### config.mk
export PLATFORM = sky130hd
export DESIGN_NAME = relay_forward_backoff
export DESIGN_NICKNAME = d
export VERILOG_FILES = /design/src/sv/rfb_pkg.sv /design/src/sv/rfb_front.sv /design/src/sv/rfb_queue.sv /design/src/sv/rfb_remainder.sv /design/src/sv/rfb_back.sv /design/src/sv/relay_forward_backoff.sv
export SDC_FILE = /design/constraint.sdc
export NUM_CORES = 1
export LEC_CHECK = 0
export BUFFER_PORTS_ARGS = -buffer_cell sky130_fd_sc_hd__buf_4
export CORE_MARGIN = 2
export CORE_UTILIZATION = 59
export CTS_BUF_LIST = sky130_fd_sc_hd__clkbuf_8
export CTS_CLUSTER_DIAMETER = 150
export CTS_CLUSTER_SIZE = 8
export DETAILED_ROUTE_END_ITERATION = 10
export PLACE_DENSITY_LB_ADDON = 0.3
export SETUP_SLACK_MARGIN = 0.1
export SYNTH_ARGS = -nofsm -noshare
export SYNTH_HDL_FRONTEND = slang
export SYNTH_SLANG_ARGS = --single-unit
### constraint.sdc
create_clock -name clock -period 14.6 [get_ports clock]
set_clock_uncertainty 0.2 [all_clocks]
set_input_delay 2.92 -clock clock [delete_from_list [all_inputs] [get_ports clock]]
set_output_delay 2.92 -clock clock [all_outputs]
set_load 0.02 [all_outputs]
### src/sv/rfb_pkg.sv
// Shared types, constants and codes of the relay forward backoff block.
package rfb_pkg;

   localparam int PACKET_BYTES_DEFAULT = 11;
   localparam int DELAY_BITS = 16;
   localparam int CSR_ADDR_BITS = 5;
   localparam int CSR_DATA_BITS = 32;

   localparam int POS_ADDR = 2;
   localparam int POS_TYPE = 3;
   localparam int POS_SEQ = 4;
   localparam int POS_TTL = 5;

   localparam logic [7:0] TYPE_DATA = 8'h01;
   localparam logic [7:0] TYPE_ACK = 8'h02;
   localparam logic [7:0] TTL_DROP = 8'h00;

   localparam logic [DELAY_BITS-1:0] LFSR_TAPS = 16'hB400;
   localparam logic [DELAY_BITS-1:0] LFSR_SEED = 16'hACE1;

   localparam logic [2:0] REG_RELAY_ID = 3'd0;
   localparam logic [2:0] REG_DATA_MIN = 3'd1;
   localparam logic [2:0] REG_DATA_MAX = 3'd2;
   localparam logic [2:0] REG_ACK_MIN = 3'd3;
   localparam logic [2:0] REG_ACK_MAX = 3'd4;

   localparam logic REQ_BYTE = 1'b0;
   localparam logic REQ_TICK = 1'b1;

   typedef struct packed {
      logic       req_type;
      logic [7:0] rx_byte;
   } req_word_type;

   typedef struct packed {
      logic [7:0] tx_byte;
      logic       tx_last;
   } rsp_word_type;

   typedef enum logic [1:0] {
      CMD_BYTE,
      CMD_LAST,
      CMD_TICK
   } cmd_kind_type;

   typedef struct packed {
      cmd_kind_type kind;
      logic [7:0]   data;
   } cmd_type;

   typedef struct packed {
      logic                  push;
      logic                  pop;
      logic                  full;
      logic                  valid;
   } queue_ctl_type;

   typedef struct packed {
      logic [7:0]            relay_id;
      logic [DELAY_BITS-1:0] data_min;
      logic [DELAY_BITS-1:0] data_max;
      logic [DELAY_BITS-1:0] ack_min;
      logic [DELAY_BITS-1:0] ack_max;
   } cfg_type;

   typedef enum logic [2:0] {
      ST_IDLE,
      ST_JUDGE,
      ST_DIVIDE,
      ST_CHECK,
      ST_SEND
   } back_state_type;

endpackage

### src/sv/rfb_front.sv
// Front end: accepts input words, tracks packet position and tags commands.
module rfb_front
   import rfb_pkg::*;
#(
   parameter int PACKET_BYTES = PACKET_BYTES_DEFAULT
) (
   input  logic         clock,
   input  logic         reset,
   input  logic         push,
   input  req_word_type req_word,
   input  logic         q_full,
   output logic         q_push,
   output cmd_type      q_cmd
);

   localparam int IDX_BITS = $clog2(PACKET_BYTES);

   logic [IDX_BITS-1:0] pos_ff;
   logic [IDX_BITS-1:0] pos_in;
   logic                at_end;

   assign q_push = push && !q_full;
   assign at_end = (pos_ff == IDX_BITS'(PACKET_BYTES - 1));

   always_comb begin
      pos_in = pos_ff;
      q_cmd.data = req_word.rx_byte;
      q_cmd.kind = CMD_TICK;
      if (req_word.req_type == REQ_BYTE) begin
         q_cmd.kind = at_end ? CMD_LAST : CMD_BYTE;
      end
      if (q_push && req_word.req_type == REQ_BYTE) begin
         pos_in = at_end ? '0 : pos_ff + 1'b1;
      end
   end

   always_ff @(posedge clock) begin
      if (reset) begin
         pos_ff <= '0;
      end else begin
         pos_ff <= pos_in;
      end
   end

endmodule

### src/sv/rfb_queue.sv
// Two-entry command queue between front and back.
module rfb_queue
   import rfb_pkg::*;
(
   input  logic    clock,
   input  logic    reset,
   input  logic    push,
   input  cmd_type push_cmd,
   input  logic    pop,
   output logic    full,
   output logic    valid,
   output cmd_type pop_cmd
);

   cmd_type    slot_ff [2];
   logic       wr_ptr_ff;
   logic       wr_ptr_in;
   logic       rd_ptr_ff;
   logic       rd_ptr_in;
   logic [1:0] count_ff;
   logic [1:0] count_in;
   logic       do_push;
   logic       do_pop;

   assign full = (count_ff == 2'd2);
   assign valid = (count_ff != 2'd0);
   assign pop_cmd = slot_ff[rd_ptr_ff];
   assign do_push = push && !full;
   assign do_pop = pop && valid;

   always_comb begin
      wr_ptr_in = do_push ? !wr_ptr_ff : wr_ptr_ff;
      rd_ptr_in = do_pop ? !rd_ptr_ff : rd_ptr_ff;
      count_in = count_ff;
      if (do_push && !do_pop) begin
         count_in = count_ff + 2'd1;
      end else if (do_pop && !do_push) begin
         count_in = count_ff - 2'd1;
      end
   end

   always_ff @(posedge clock) begin
      if (reset) begin
         wr_ptr_ff <= 1'b0;
         rd_ptr_ff <= 1'b0;
         count_ff <= 2'd0;
      end else begin
         wr_ptr_ff <= wr_ptr_in;
         rd_ptr_ff <= rd_ptr_in;
         count_ff <= count_in;
      end
   end

   always_ff @(posedge clock) begin
      if (do_push) begin
         slot_ff[wr_ptr_ff] <= push_cmd;
      end
   end

endmodule

### src/sv/rfb_remainder.sv
// Iterative restoring remainder unit, one quotient bit per cycle.
module rfb_remainder
   import rfb_pkg::*;
(
   input  logic                  clock,
   input  logic                  reset,
   input  logic                  start,
   input  logic [DELAY_BITS-1:0] dividend,
   input  logic [DELAY_BITS-1:0] divisor,
   output logic                  done,
   output logic [DELAY_BITS-1:0] remainder
);

   localparam int CNT_BITS = $clog2(DELAY_BITS + 1);

   logic [DELAY_BITS-1:0] rem_ff;
   logic [DELAY_BITS-1:0] rem_in;
   logic [DELAY_BITS-1:0] dvd_ff;
   logic [DELAY_BITS-1:0] dvd_in;
   logic [DELAY_BITS-1:0] dvs_ff;
   logic [DELAY_BITS-1:0] dvs_in;
   logic [CNT_BITS-1:0]   count_ff;
   logic [CNT_BITS-1:0]   count_in;
   logic                  busy_ff;
   logic                  busy_in;
   logic                  done_ff;
   logic                  done_in;
   logic [DELAY_BITS:0]   trial;

   assign done = done_ff;
   assign remainder = rem_ff;
   assign trial = {rem_ff, dvd_ff[DELAY_BITS-1]};

   always_comb begin
      rem_in = rem_ff;
      dvd_in = dvd_ff;
      dvs_in = dvs_ff;
      count_in = count_ff;
      busy_in = busy_ff;
      done_in = 1'b0;
      if (start) begin
         rem_in = '0;
         dvd_in = dividend;
         dvs_in = divisor;
         count_in = CNT_BITS'(DELAY_BITS);
         busy_in = 1'b1;
      end else if (busy_ff) begin
         if (trial >= {1'b0, dvs_ff}) begin
            rem_in = DELAY_BITS'(trial - {1'b0, dvs_ff});
         end else begin
            rem_in = trial[DELAY_BITS-1:0];
         end
         dvd_in = {dvd_ff[DELAY_BITS-2:0], 1'b0};
         count_in = count_ff - 1'b1;
         if (count_ff == CNT_BITS'(1)) begin
            busy_in = 1'b0;
            done_in = 1'b1;
         end
      end
   end

   always_ff @(posedge clock) begin
      if (reset) begin
         busy_ff <= 1'b0;
         done_ff <= 1'b0;
         count_ff <= '0;
      end else begin
         busy_ff <= busy_in;
         done_ff <= done_in;
         count_ff <= count_in;
      end
   end

   always_ff @(posedge clock) begin
      rem_ff <= rem_in;
      dvd_ff <= dvd_in;
      dvs_ff <= dvs_in;
   end

endmodule

### src/sv/rfb_back.sv
// Back end: gathers packets, judges them, times the hold and sends the packet.
module rfb_back
   import rfb_pkg::*;
#(
   parameter int PACKET_BYTES = PACKET_BYTES_DEFAULT
) (
   input  logic         clock,
   input  logic         reset,
   input  cfg_type      cfg,
   input  logic         q_valid,
   input  cmd_type      q_cmd,
   output logic         q_pop,
   input  logic         pop,
   output logic         empty,
   output rsp_word_type rsp_word
);

   localparam int IDX_BITS = $clog2(PACKET_BYTES);
   localparam logic [DELAY_BITS-1:0] TICK_MAX = '1;

   back_state_type        state_ff;
   back_state_type        state_in;
   logic [7:0]            rx_line_ff [PACKET_BYTES];
   logic [7:0]            rx_line_in [PACKET_BYTES];
   logic [7:0]            held_ff [PACKET_BYTES];
   logic [7:0]            held_in [PACKET_BYTES];
   logic                  held_valid_ff;
   logic                  held_valid_in;
   logic [DELAY_BITS-1:0] elapsed_ff;
   logic [DELAY_BITS-1:0] elapsed_in;
   logic [DELAY_BITS-1:0] wait_ff;
   logic [DELAY_BITS-1:0] wait_in;
   logic [DELAY_BITS-1:0] lfsr_ff;
   logic [DELAY_BITS-1:0] lfsr_in;
   logic [DELAY_BITS-1:0] lo_ff;
   logic [DELAY_BITS-1:0] lo_in;
   logic [IDX_BITS-1:0]   idx_ff;
   logic [IDX_BITS-1:0]   idx_in;
   rsp_word_type          rsp_ff;
   rsp_word_type          rsp_in;
   logic                  rsp_valid_ff;
   logic                  rsp_valid_in;

   logic                  take;
   logic                  force_ack;
   logic                  use_ack;
   logic                  use_data;
   logic [DELAY_BITS-1:0] sel_lo;
   logic [DELAY_BITS-1:0] sel_hi;
   logic [DELAY_BITS-1:0] lfsr_next;
   logic                  div_start;
   logic                  div_done;
   logic [DELAY_BITS-1:0] div_rem;
   logic                  load;
   logic                  expired;
   logic                  send_last;
   logic [7:0]            send_byte;

   rfb_remainder u_remainder (
      .clock     (clock),
      .reset     (reset),
      .start     (div_start),
      .dividend  (lfsr_next),
      .divisor   (DELAY_BITS'(sel_hi - sel_lo)),
      .done      (div_done),
      .remainder (div_rem)
   );

   assign empty = !rsp_valid_ff;
   assign rsp_word = rsp_ff;
   assign load = !rsp_valid_ff || pop;
   assign expired = held_valid_ff && (elapsed_ff >= wait_ff);
   assign send_last = (idx_ff == IDX_BITS'(PACKET_BYTES - 1));
   assign lfsr_next = lfsr_ff[0] ? ((lfsr_ff >> 1) ^ LFSR_TAPS) : (lfsr_ff >> 1);

   always_comb begin
      take = 1'b0;
      force_ack = 1'b0;
      if (rx_line_ff[POS_TTL] != TTL_DROP) begin
         if (!held_valid_ff) begin
            take = 1'b1;
         end else if (held_ff[POS_TYPE] == TYPE_DATA) begin
            if (rx_line_ff[POS_TYPE] == TYPE_ACK && rx_line_ff[POS_SEQ] == held_ff[POS_SEQ]) begin
               take = 1'b1;
               force_ack = 1'b1;
            end else if (rx_line_ff[POS_SEQ] > held_ff[POS_SEQ]) begin
               take = 1'b1;
            end
         end else if (held_ff[POS_TYPE] == TYPE_ACK) begin
            take = (rx_line_ff[POS_SEQ] > held_ff[POS_SEQ]);
         end
      end
      use_ack = force_ack || (rx_line_ff[POS_TYPE] == TYPE_ACK);
      use_data = !use_ack && (rx_line_ff[POS_TYPE] == TYPE_DATA);
      sel_lo = use_ack ? cfg.ack_min : cfg.data_min;
      sel_hi = use_ack ? cfg.ack_max : cfg.data_max;
   end

   always_comb begin
      send_byte = held_ff[0];
      if (idx_ff == IDX_BITS'(POS_ADDR)) begin
         send_byte = cfg.relay_id;
      end else if (idx_ff == IDX_BITS'(POS_TTL)) begin
         send_byte = held_ff[0] - 8'd1;
      end
   end

   always_comb begin
      state_in = state_ff;
      case (state_ff)
         ST_IDLE: begin
            if (q_valid) begin
               state_in = (q_cmd.kind == CMD_LAST) ? ST_JUDGE : ST_CHECK;
            end
         end
         ST_JUDGE: begin
            if (take && (use_ack || use_data) && sel_hi > sel_lo) begin
               state_in = ST_DIVIDE;
            end else begin
               state_in = ST_CHECK;
            end
         end
         ST_DIVIDE: begin
            if (div_done) begin
               state_in = ST_CHECK;
            end
         end
         ST_CHECK: begin
            state_in = expired ? ST_SEND : ST_IDLE;
         end
         ST_SEND: begin
            if (load && send_last) begin
               state_in = ST_IDLE;
            end
         end
         default: begin
            state_in = ST_IDLE;
         end
      endcase
   end

   always_comb begin
      rx_line_in = rx_line_ff;
      held_in = held_ff;
      held_valid_in = held_valid_ff;
      elapsed_in = elapsed_ff;
      wait_in = wait_ff;
      lfsr_in = lfsr_ff;
      lo_in = lo_ff;
      idx_in = idx_ff;
      rsp_in = rsp_ff;
      rsp_valid_in = pop ? 1'b0 : rsp_valid_ff;
      q_pop = 1'b0;
      div_start = 1'b0;
      case (state_ff)
         ST_IDLE: begin
            q_pop = q_valid;
            if (q_valid) begin
               if (q_cmd.kind == CMD_TICK) begin
                  if (elapsed_ff != TICK_MAX) begin
                     elapsed_in = elapsed_ff + 1'b1;
                  end
               end else begin
                  for (int i = 0; i < PACKET_BYTES - 1; i++) begin
                     rx_line_in[i] = rx_line_ff[i+1];
                  end
                  rx_line_in[PACKET_BYTES-1] = q_cmd.data;
               end
            end
         end
         ST_JUDGE: begin
            if (take) begin
               held_in = rx_line_ff;
               held_valid_in = 1'b1;
               elapsed_in = '0;
               if (use_ack || use_data) begin
                  lfsr_in = lfsr_next;
                  lo_in = sel_lo;
                  if (sel_hi > sel_lo) begin
                     div_start = 1'b1;
                  end else begin
                     wait_in = sel_lo;
                  end
               end
            end
         end
         ST_DIVIDE: begin
            if (div_done) begin
               wait_in = lo_ff + div_rem;
            end
         end
         ST_CHECK: begin
            idx_in = '0;
         end
         ST_SEND: begin
            if (load) begin
               rsp_in.tx_byte = send_byte;
               rsp_in.tx_last = send_last;
               rsp_valid_in = 1'b1;
               for (int i = 0; i < PACKET_BYTES - 1; i++) begin
                  held_in[i] = held_ff[i+1];
               end
               idx_in = idx_ff + 1'b1;
               if (send_last) begin
                  held_valid_in = 1'b0;
                  idx_in = '0;
               end
            end
         end
         default: begin
            q_pop = 1'b0;
         end
      endcase
   end

   always_ff @(posedge clock) begin
      if (reset) begin
         state_ff <= ST_IDLE;
         held_valid_ff <= 1'b0;
         elapsed_ff <= '0;
         wait_ff <= '0;
         lfsr_ff <= LFSR_SEED;
         idx_ff <= '0;
         rsp_valid_ff <= 1'b0;
      end else begin
         state_ff <= state_in;
         held_valid_ff <= held_valid_in;
         elapsed_ff <= elapsed_in;
         wait_ff <= wait_in;
         lfsr_ff <= lfsr_in;
         idx_ff <= idx_in;
         rsp_valid_ff <= rsp_valid_in;
      end
   end

   always_ff @(posedge clock) begin
      rx_line_ff <= rx_line_in;
      held_ff <= held_in;
      lo_ff <= lo_in;
      rsp_ff <= rsp_in;
   end

endmodule

### src/sv/relay_forward_backoff.sv
// Top level of the relay forward backoff block: register port, front, queue and back.
//
// channel   ports                            accepted when
// req       push, full, req_word             push && !full
// rsp       empty, pop, rsp_word             pop && !empty
// csr       psel, penable, pwrite, paddr,    psel && penable && pwrite && pready
//           pwdata, prdata, pready
//
// A byte or tick passes through the idle and check states of the back end; a byte
// that completes a packet also passes through the judge state, and through the divide
// state while a delay draw runs the remainder unit. A send moves PACKET_BYTES words,
// one per cycle through the output register while the output is not stalled.
// Reset is synchronous; no clearing pass runs after it. The two-entry command queue
// lets input words arrive while the back end works or waits on a stalled output.
module relay_forward_backoff
   import rfb_pkg::*;
#(
   parameter int PACKET_BYTES = PACKET_BYTES_DEFAULT
) (
   input  logic                     clock,
   input  logic                     reset,
   input  logic                     push,
   output logic                     full,
   input  req_word_type             req_word,
   output logic                     empty,
   input  logic                     pop,
   output rsp_word_type             rsp_word,
   input  logic                     psel,
   input  logic                     penable,
   input  logic                     pwrite,
   input  logic [CSR_ADDR_BITS-1:0] paddr,
   input  logic [CSR_DATA_BITS-1:0] pwdata,
   output logic [CSR_DATA_BITS-1:0] prdata,
   output logic                     pready
);

   cfg_type       cfg_ff;
   cfg_type       cfg_in;
   queue_ctl_type qctl;
   cmd_type       push_cmd;
   cmd_type       pop_cmd;
   logic [2:0]    reg_index;

   assign pready = 1'b1;
   assign full = qctl.full;
   assign reg_index = paddr[CSR_ADDR_BITS-1:2];

   always_comb begin
      cfg_in = cfg_ff;
      if (psel && penable && pwrite && pready) begin
         case (reg_index)
            REG_RELAY_ID: cfg_in.relay_id = pwdata[7:0];
            REG_DATA_MIN: cfg_in.data_min = pwdata[DELAY_BITS-1:0];
            REG_DATA_MAX: cfg_in.data_max = pwdata[DELAY_BITS-1:0];
            REG_ACK_MIN:  cfg_in.ack_min = pwdata[DELAY_BITS-1:0];
            REG_ACK_MAX:  cfg_in.ack_max = pwdata[DELAY_BITS-1:0];
            default: cfg_in = cfg_ff;
         endcase
      end
   end

   always_comb begin
      case (reg_index)
         REG_RELAY_ID: prdata = CSR_DATA_BITS'(cfg_ff.relay_id);
         REG_DATA_MIN: prdata = CSR_DATA_BITS'(cfg_ff.data_min);
         REG_DATA_MAX: prdata = CSR_DATA_BITS'(cfg_ff.data_max);
         REG_ACK_MIN:  prdata = CSR_DATA_BITS'(cfg_ff.ack_min);
         REG_ACK_MAX:  prdata = CSR_DATA_BITS'(cfg_ff.ack_max);
         default: prdata = '0;
      endcase
   end

   always_ff @(posedge clock) begin
      if (reset) begin
         cfg_ff <= '0;
      end else begin
         cfg_ff <= cfg_in;
      end
   end

   rfb_front #(
      .PACKET_BYTES (PACKET_BYTES)
   ) u_front (
      .clock    (clock),
      .reset    (reset),
      .push     (push),
      .req_word (req_word),
      .q_full   (qctl.full),
      .q_push   (qctl.push),
      .q_cmd    (push_cmd)
   );

   rfb_queue u_queue (
      .clock    (clock),
      .reset    (reset),
      .push     (qctl.push),
      .push_cmd (push_cmd),
      .pop      (qctl.pop),
      .full     (qctl.full),
      .valid    (qctl.valid),
      .pop_cmd  (pop_cmd)
   );

   rfb_back #(
      .PACKET_BYTES (PACKET_BYTES)
   ) u_back (
      .clock    (clock),
      .reset    (reset),
      .cfg      (cfg_ff),
      .q_valid  (qctl.valid),
      .q_cmd    (pop_cmd),
      .q_pop    (qctl.pop),
      .pop      (pop),
      .empty    (empty),
      .rsp_word (rsp_word)
   );

endmodule

# Word level (Yosys, flattened, before mapping)
# Memory sizes are Yosys's and may differ from the RTL's. A register that Yosys moved wholly into a read port is not among the register bits.
# Cells that the tools add are included.
[word_totals] mem_count=1 wordCells=219 mem_bits_rw=20 input_bits=53 ff_bits=393 output_inout_bits=44
[op_classes] eq_ne=32 n_bitwise=4 mux=69 addsub=10 magnitude_cmp=4 reduce_logical=51
[memory_table] name="u_queue.slot_ff" depth=2 word_bits=10 read_ports=1 rd_clocked_by_memory_dff=1 write_ports=1 line_no="rfb_queue.sv:15" rtl="cmd_type slot_ff [2];"
[op_table] op="16-bit two-way mux" count=14
[op_table] op="80-bit one-hot mux with 2 select lines" count=1
[op_table] op="88-bit two-way mux" count=1
[op_table] op="80-bit two-way mux" count=1
[op_table] op="16-bit one-hot mux with 5 select lines" count=1
[op_table] op="16-bit one-hot mux with 2 select lines" count=2
[op_table] op="16-bit subtractor" count=2
[op_table] op="1-bit two-way mux" count=31
[op_table] op="17-bit by 16-bit >= comparator with 1-bit output" count=1
[op_table] op="16-bit by 1-bit adder with 16-bit output (second input constant)" count=1
[op_table] op="16-bit adder" count=1
[op_table] op="8-bit by 1-bit equality test with 1-bit output (second input constant)" count=2
[op_table] op="8-bit by 2-bit equality test with 1-bit output (second input constant)" count=2
[op_table] op="16-bit >= comparator" count=1
[op_table] op="16-bit > comparator" count=1
[op_table] op="8-bit two-way mux" count=2
[op_table] op="16-bit inequality test (second input constant)" count=1
[op_table] op="2-bit by 1-bit inequality test with 1-bit output (second input constant)" count=8
[op_table] op="2-bit AND reduction" count=8
[op_table] op="3-bit one-hot mux with 5 select lines" count=1
[op_table] op="1-bit logical AND" count=14
[op_table] op="2-bit nonzero test" count=7
[op_table] op="3-bit by 2-bit equality test with 1-bit output (second input constant)" count=4
[op_table] op="3-bit two-way mux" count=4
[op_table] op="32 further kinds" count=59

# Depth between registers and ports, before layout
[logic_depth] word_depth=14 ltp_mapped=17 depth_no_buf=14

# Modules after synthesis
# From an unflattened synthesis, not the netlist that was laid out.
[unflattened] cells_unflattened=1904 area_unflattened_um2=20473.4
[by_module_without_submodules] module="rfb_back" seq_area_each_um2=7176.9 n_inst=1 cells_each=1145 area_each_um2=12458.2
[by_module_without_submodules] module="relay_forward_backoff" seq_area_each_um2=1441.4 n_inst=1 cells_each=368 area_each_um2=3646.0
[by_module_without_submodules] module="rfb_remainder" seq_area_each_um2=1421.4 n_inst=1 cells_each=297 area_each_um2=3111.7
[by_module_without_submodules] module="rfb_queue" seq_area_each_um2=700.7 n_inst=1 cells_each=56 area_each_um2=938.4
[by_module_without_submodules] module="rfb_front" seq_area_each_um2=80.1 n_inst=1 cells_each=38 area_each_um2=319.1

# Worst setup path before layout
# OpenSTA, ideal clock, no wires.
[synth_timing] path_kind="input port to output port" start="input port paddr[3]" end="output port prdata[12]" path_buffers=2 t_required_ps=11480 arrival_ps=4193 slack_ps=7287 path_stages=4 cell_sequence="clkbuf_1 clkbuf_1 mux2i_1 o22ai_1"
[synth_via] elab_chain_cells=2 elab_cells_between_ends=6 cone_classes="4 x eq/ne; 1 x mux; 1 x reduce/logical"
[synth_lines] element="start, declared" line_no="relay_forward_backoff.sv:31" rtl="input logic [CSR_ADDR_BITS-1:0] paddr,"
[synth_lines] element="3-bit equality test, or another cell as far along" line_no="relay_forward_backoff.sv:63" rtl="case (reg_index)"
[synth_lines] element="16-bit one-hot mux with 5 select lines (*)" line_no="relay_forward_backoff.sv:63"
[synth_lines] element="end, declared" line_no="relay_forward_backoff.sv:33" rtl="output logic [CSR_DATA_BITS-1:0] prdata,"
# Every way passes the cells marked *; elsewhere a longest branch is shown, timed or not.

# Final worst setup path
[layout_timing] start="input port paddr[3]" end="output port prdata[2]"
# Same word-level chain as after synthesis.

==> impl_metrics.env <==
export IMPL_grt_setup_unrepaired="no"
export IMPL_grt_max_degree=92
export IMPL_clk_insertion_delay_late_ns=0.65
export IMPL_synth_main_ff_cell="edfxtp_1"
export IMPL_antenna_found_initial=0
export IMPL_tightest_slew_ns=1.133
export IMPL_numCtsBuffers=57
export IMPL_ctsHoldBuffers=0
export IMPL_async_reset_ff_share_pct=0
export IMPL_drcViolationCount=0
export IMPL_min_period_ns=7.724
export IMPL_ios=97
export IMPL_holdWs_ns=0.2378
export IMPL_crit_path_end_kind="output port"
export IMPL_grt_pass1_wl_um=67940
export IMPL_slew_headroom_pct=24.49
export IMPL_post_cts_setup_buffers=0
export IMPL_cts_sinks=414
export IMPL_cpMostUsedCell="buf_4"
export IMPL_drv_slew=0
export IMPL_vias=13930
export IMPL_final_common_cell="nand2_1"
export IMPL_r2r_start="u_back.rx_line_ff[63]"
export IMPL_path_class="input pin to output port"
export IMPL_grt_pass1_vias=13680
export IMPL_n_antenna_cell=0
export IMPL_drive_gt1_share_pct=10.19
export IMPL_peakVddDrop_mv=0.1090
export IMPL_avgSynthCellArea_um2=10.37
export IMPL_min_from="u_back.rx_line_ff[0]"
export IMPL_area_growth_pct=8.472
export IMPL_crit_path_max_fanout=34
export IMPL_p_seq_share_pct=53.9
export IMPL_die_h_um=186.5
export IMPL_grt_usage_pct=23.95
export IMPL_comb_power_share_pct=19.7
export IMPL_finalCritPeriodShare_pct=52.90
export IMPL_vias_per_cell=5.769
export IMPL_fmax_mhz=129.5
export IMPL_reg2reg_depth=12
export IMPL_outcome="complete, no violations"
export IMPL_ys_warn_count=0
export IMPL_start_util_pct=60.07
export IMPL_power_per_cell_area_nw_per_um2=141.8
export IMPL_final_cell_mix="nand2_1 (334), edfxtp_1 (253), dfxtp_1 (161)"
export IMPL_final_cell_area_um2=21310
export IMPL_fill_cells=2583
export IMPL_reg2reg_to="u_back.u_remainder.dvd_ff[2]"
export IMPL_core_area_um2=32700
export IMPL_internal_power_mw=2.100
export IMPL_ys_seq_area_share_pct=55.09
export IMPL_hold_violations=0
export IMPL_p_sw_share_pct=30.50
export IMPL_fin_util_pct=65.16
export IMPL_yosys_top_cells_area="edfxtp_1 (39%), dfxtp_1 (16%), nand2_1 (6.4%), ha_1 (4.8%), a21oi_1 (3.2%)"
export IMPL_synth_top_cell_area_share_pct=38.68
export IMPL_setup_viol=0
export IMPL_crit_slowest_cell="nor2b_1"
export IMPL_path_cells="buf_4 > nor2b_1 > buf_4 > a21oi_1 > o22ai_1 > buf_4"
export IMPL_synthesis_area_um2=19640
export IMPL_tritoncts="yes"
export IMPL_post_drt_wl_per_cell_um=17.25
export IMPL_dpl_cell_area_um2=20320
export IMPL_hpwl_um=27470
export IMPL_clock_power_share_pct=26.4
export IMPL_drt_first_pass_iters=5
export IMPL_synth_enable_flop_cells=253
export IMPL_drv_cap=0
export IMPL_min_path_type="register to register"
export IMPL_nets=2061
export IMPL_htreeDepth=2
export IMPL_cp_required_ns=11.48
export IMPL_r2r_slack_ns=9.54
export IMPL_leakage_nw=8.289
export IMPL_critPathLaunchType="input pin"
export IMPL_die_width_um=186.5
export IMPL_drtAntennaViolNets=0
export IMPL_routabilityCongestion=0.8957
export IMPL_tns_ns=0
export IMPL_clock_root_buffer="clkbuf_8"
export IMPL_max_stage_delay_ns=0.45
export IMPL_whs_endpoint="u_back.rx_line_ff[8]"
export IMPL_p_sw_uw=921.6
export IMPL_grt_remaining_overflow=0
export IMPL_drt_iter0_drc=1213
export IMPL_critPathArrivalTime_ns=4.60
export IMPL_cts_path_max_buffers=3
export IMPL_clk_pin_slew_ns=0.07
export IMPL_whs_path_depth=0
export IMPL_postCtsResizedCells=0
export IMPL_port_buffers=61
export IMPL_ys_seq_elements=414
export IMPL_die_area_um2=34770
export IMPL_synthCells=1894
export IMPL_rows=66
export IMPL_yosys_area_top_type="edfxtp_1"
export IMPL_yosysUniqueCellTypes=76
export IMPL_wirelength_um=41660
## cell type report
| cell class | instances | area, µm² | area share (%) |
|---|---|---|---|
| multi-input cells | 1298 | 8082 | 37.93 |
| well taps | 442 | 553.0 | 2.596 |
| clock inverters | 45 | 192.7 | 0.9043 |
| flip-flops and latches | 414 | 10820 | 50.78 |
| repair buffers | 71 | 533.0 | 2.502 |
| inverters | 87 | 327.8 | 1.539 |
| clock buffers | 58 | 798.3 | 3.747 |
## power by group through the flow
stage / Clock, mW / Sequential, mW / Combinational, mW
after floorplan: 0 / 1.63 / 0.462
after global placement: 0 / 1.64 / 0.569
after detailed placement: 0 / 1.65 / 0.593
after CTS: 0.815 / 1.63 / 0.596
after global routing: 0.863 / 1.65 / 0.671
final: 0.798 / 1.63 / 0.595
## registers in the layout, summed over array words and instances, names as in the netlist, 2 cells and up, named ones only
name and count:
cfg_ff 72, u_back.elapsed_ff 16, u_back.held_ff 88, u_back.idx_ff 4
u_back.lfsr_ff 16, u_back.lo_ff 16, u_back.rsp_word 9, u_back.rx_line_ff 88
u_back.state_ff 3, u_back.u_remainder.count_ff 5, u_back.u_remainder.dvd_ff 16, u_back.u_remainder.dvs_ff 16
u_back.u_remainder.remainder 16, u_back.wait_ff 16, u_front.pos_ff 4, u_queue.count_ff 2
u_queue.slot_ff 20
## logic make-up after synthesis
| group | synth area share [%] |
|---|---|
| adder cells (fa/ha/maj) | 5.147 |
| multiplexers | 5.446 |
| AND/OR/NAND/NOR | 14.66 |
| other | 0.03823 |
| AO/OA/AOI/OAI | 12.20 |
| flip-flops | 55.09 |
| XOR/XNOR | 3.166 |
| buffers and inverters | 4.261 |
## synth_stat cells, drive strengths merged (5+ instances only)
cell type and count:
a31oi 8, xnor2 39, a211oi 42, o21ai 106, and3 13, nand4 17, o21a 8, nor2b 18
o22ai 24, a22o 5, nor2 134, mux2i 63, o31ai 5, a21oi 128, nand3b 11, nand2b 16
dfxtp 161, inv 86, nor4 6, a22oi 9, nor3b 5, xor2 32, o211ai 8, clkbuf 72
edfxtp 253, ha 76, or3 10, nand3 28, a21o 16, nor3 25, buf 38, nand2 336
mux2 39
## worst max-delay path by stage
stage / start / to / slack [ns] / depth (start not counted)
6_report: paddr[3] / prdata[2] / 6.88 / 6
5_1_grt: paddr[3] / prdata[8] / 6.76 / 6
4_1_cts: paddr[3] / prdata[2] / 6.93 / 6
3_5_place_dp: paddr[3] / prdata[2] / 6.93 / 6
3_3_place_gp: paddr[3] / prdata[0] / 6.92 / 6
2_1_floorplan: paddr[3] / prdata[12] / 7.29 / 4
## layer usage
metal / GRT usage, % / wire (µm) / vias to the layer above
met2: 38.79 / 19510 / 432
met1: 31.92 / 17960 / 6640
li1: - / - / 6770
met5: 0 / 0 / -
met4: 9.127 / 1361 / 0
met3: 4.946 / 2827 / 90
## through the flow
step	power [mW]	worst slack, ns	cells
finish	3.022	6.876	2415
global route	3.184	6.761	2415
CTS	3.040	6.928	2415
detailed placement	2.246	6.932	2312
global placement	2.208	6.922	2312
floorplan	2.094	7.287	1909
## critical path, delay by kind of cell
| kind | cells | cell delay, ns |
|---|---|---|
| buf+inv | 3 | 0.88 |
| simple gates | 1 | 0.45 |
| compound gates | 2 | 0.34 |
(Power assumes the default switching activity.)
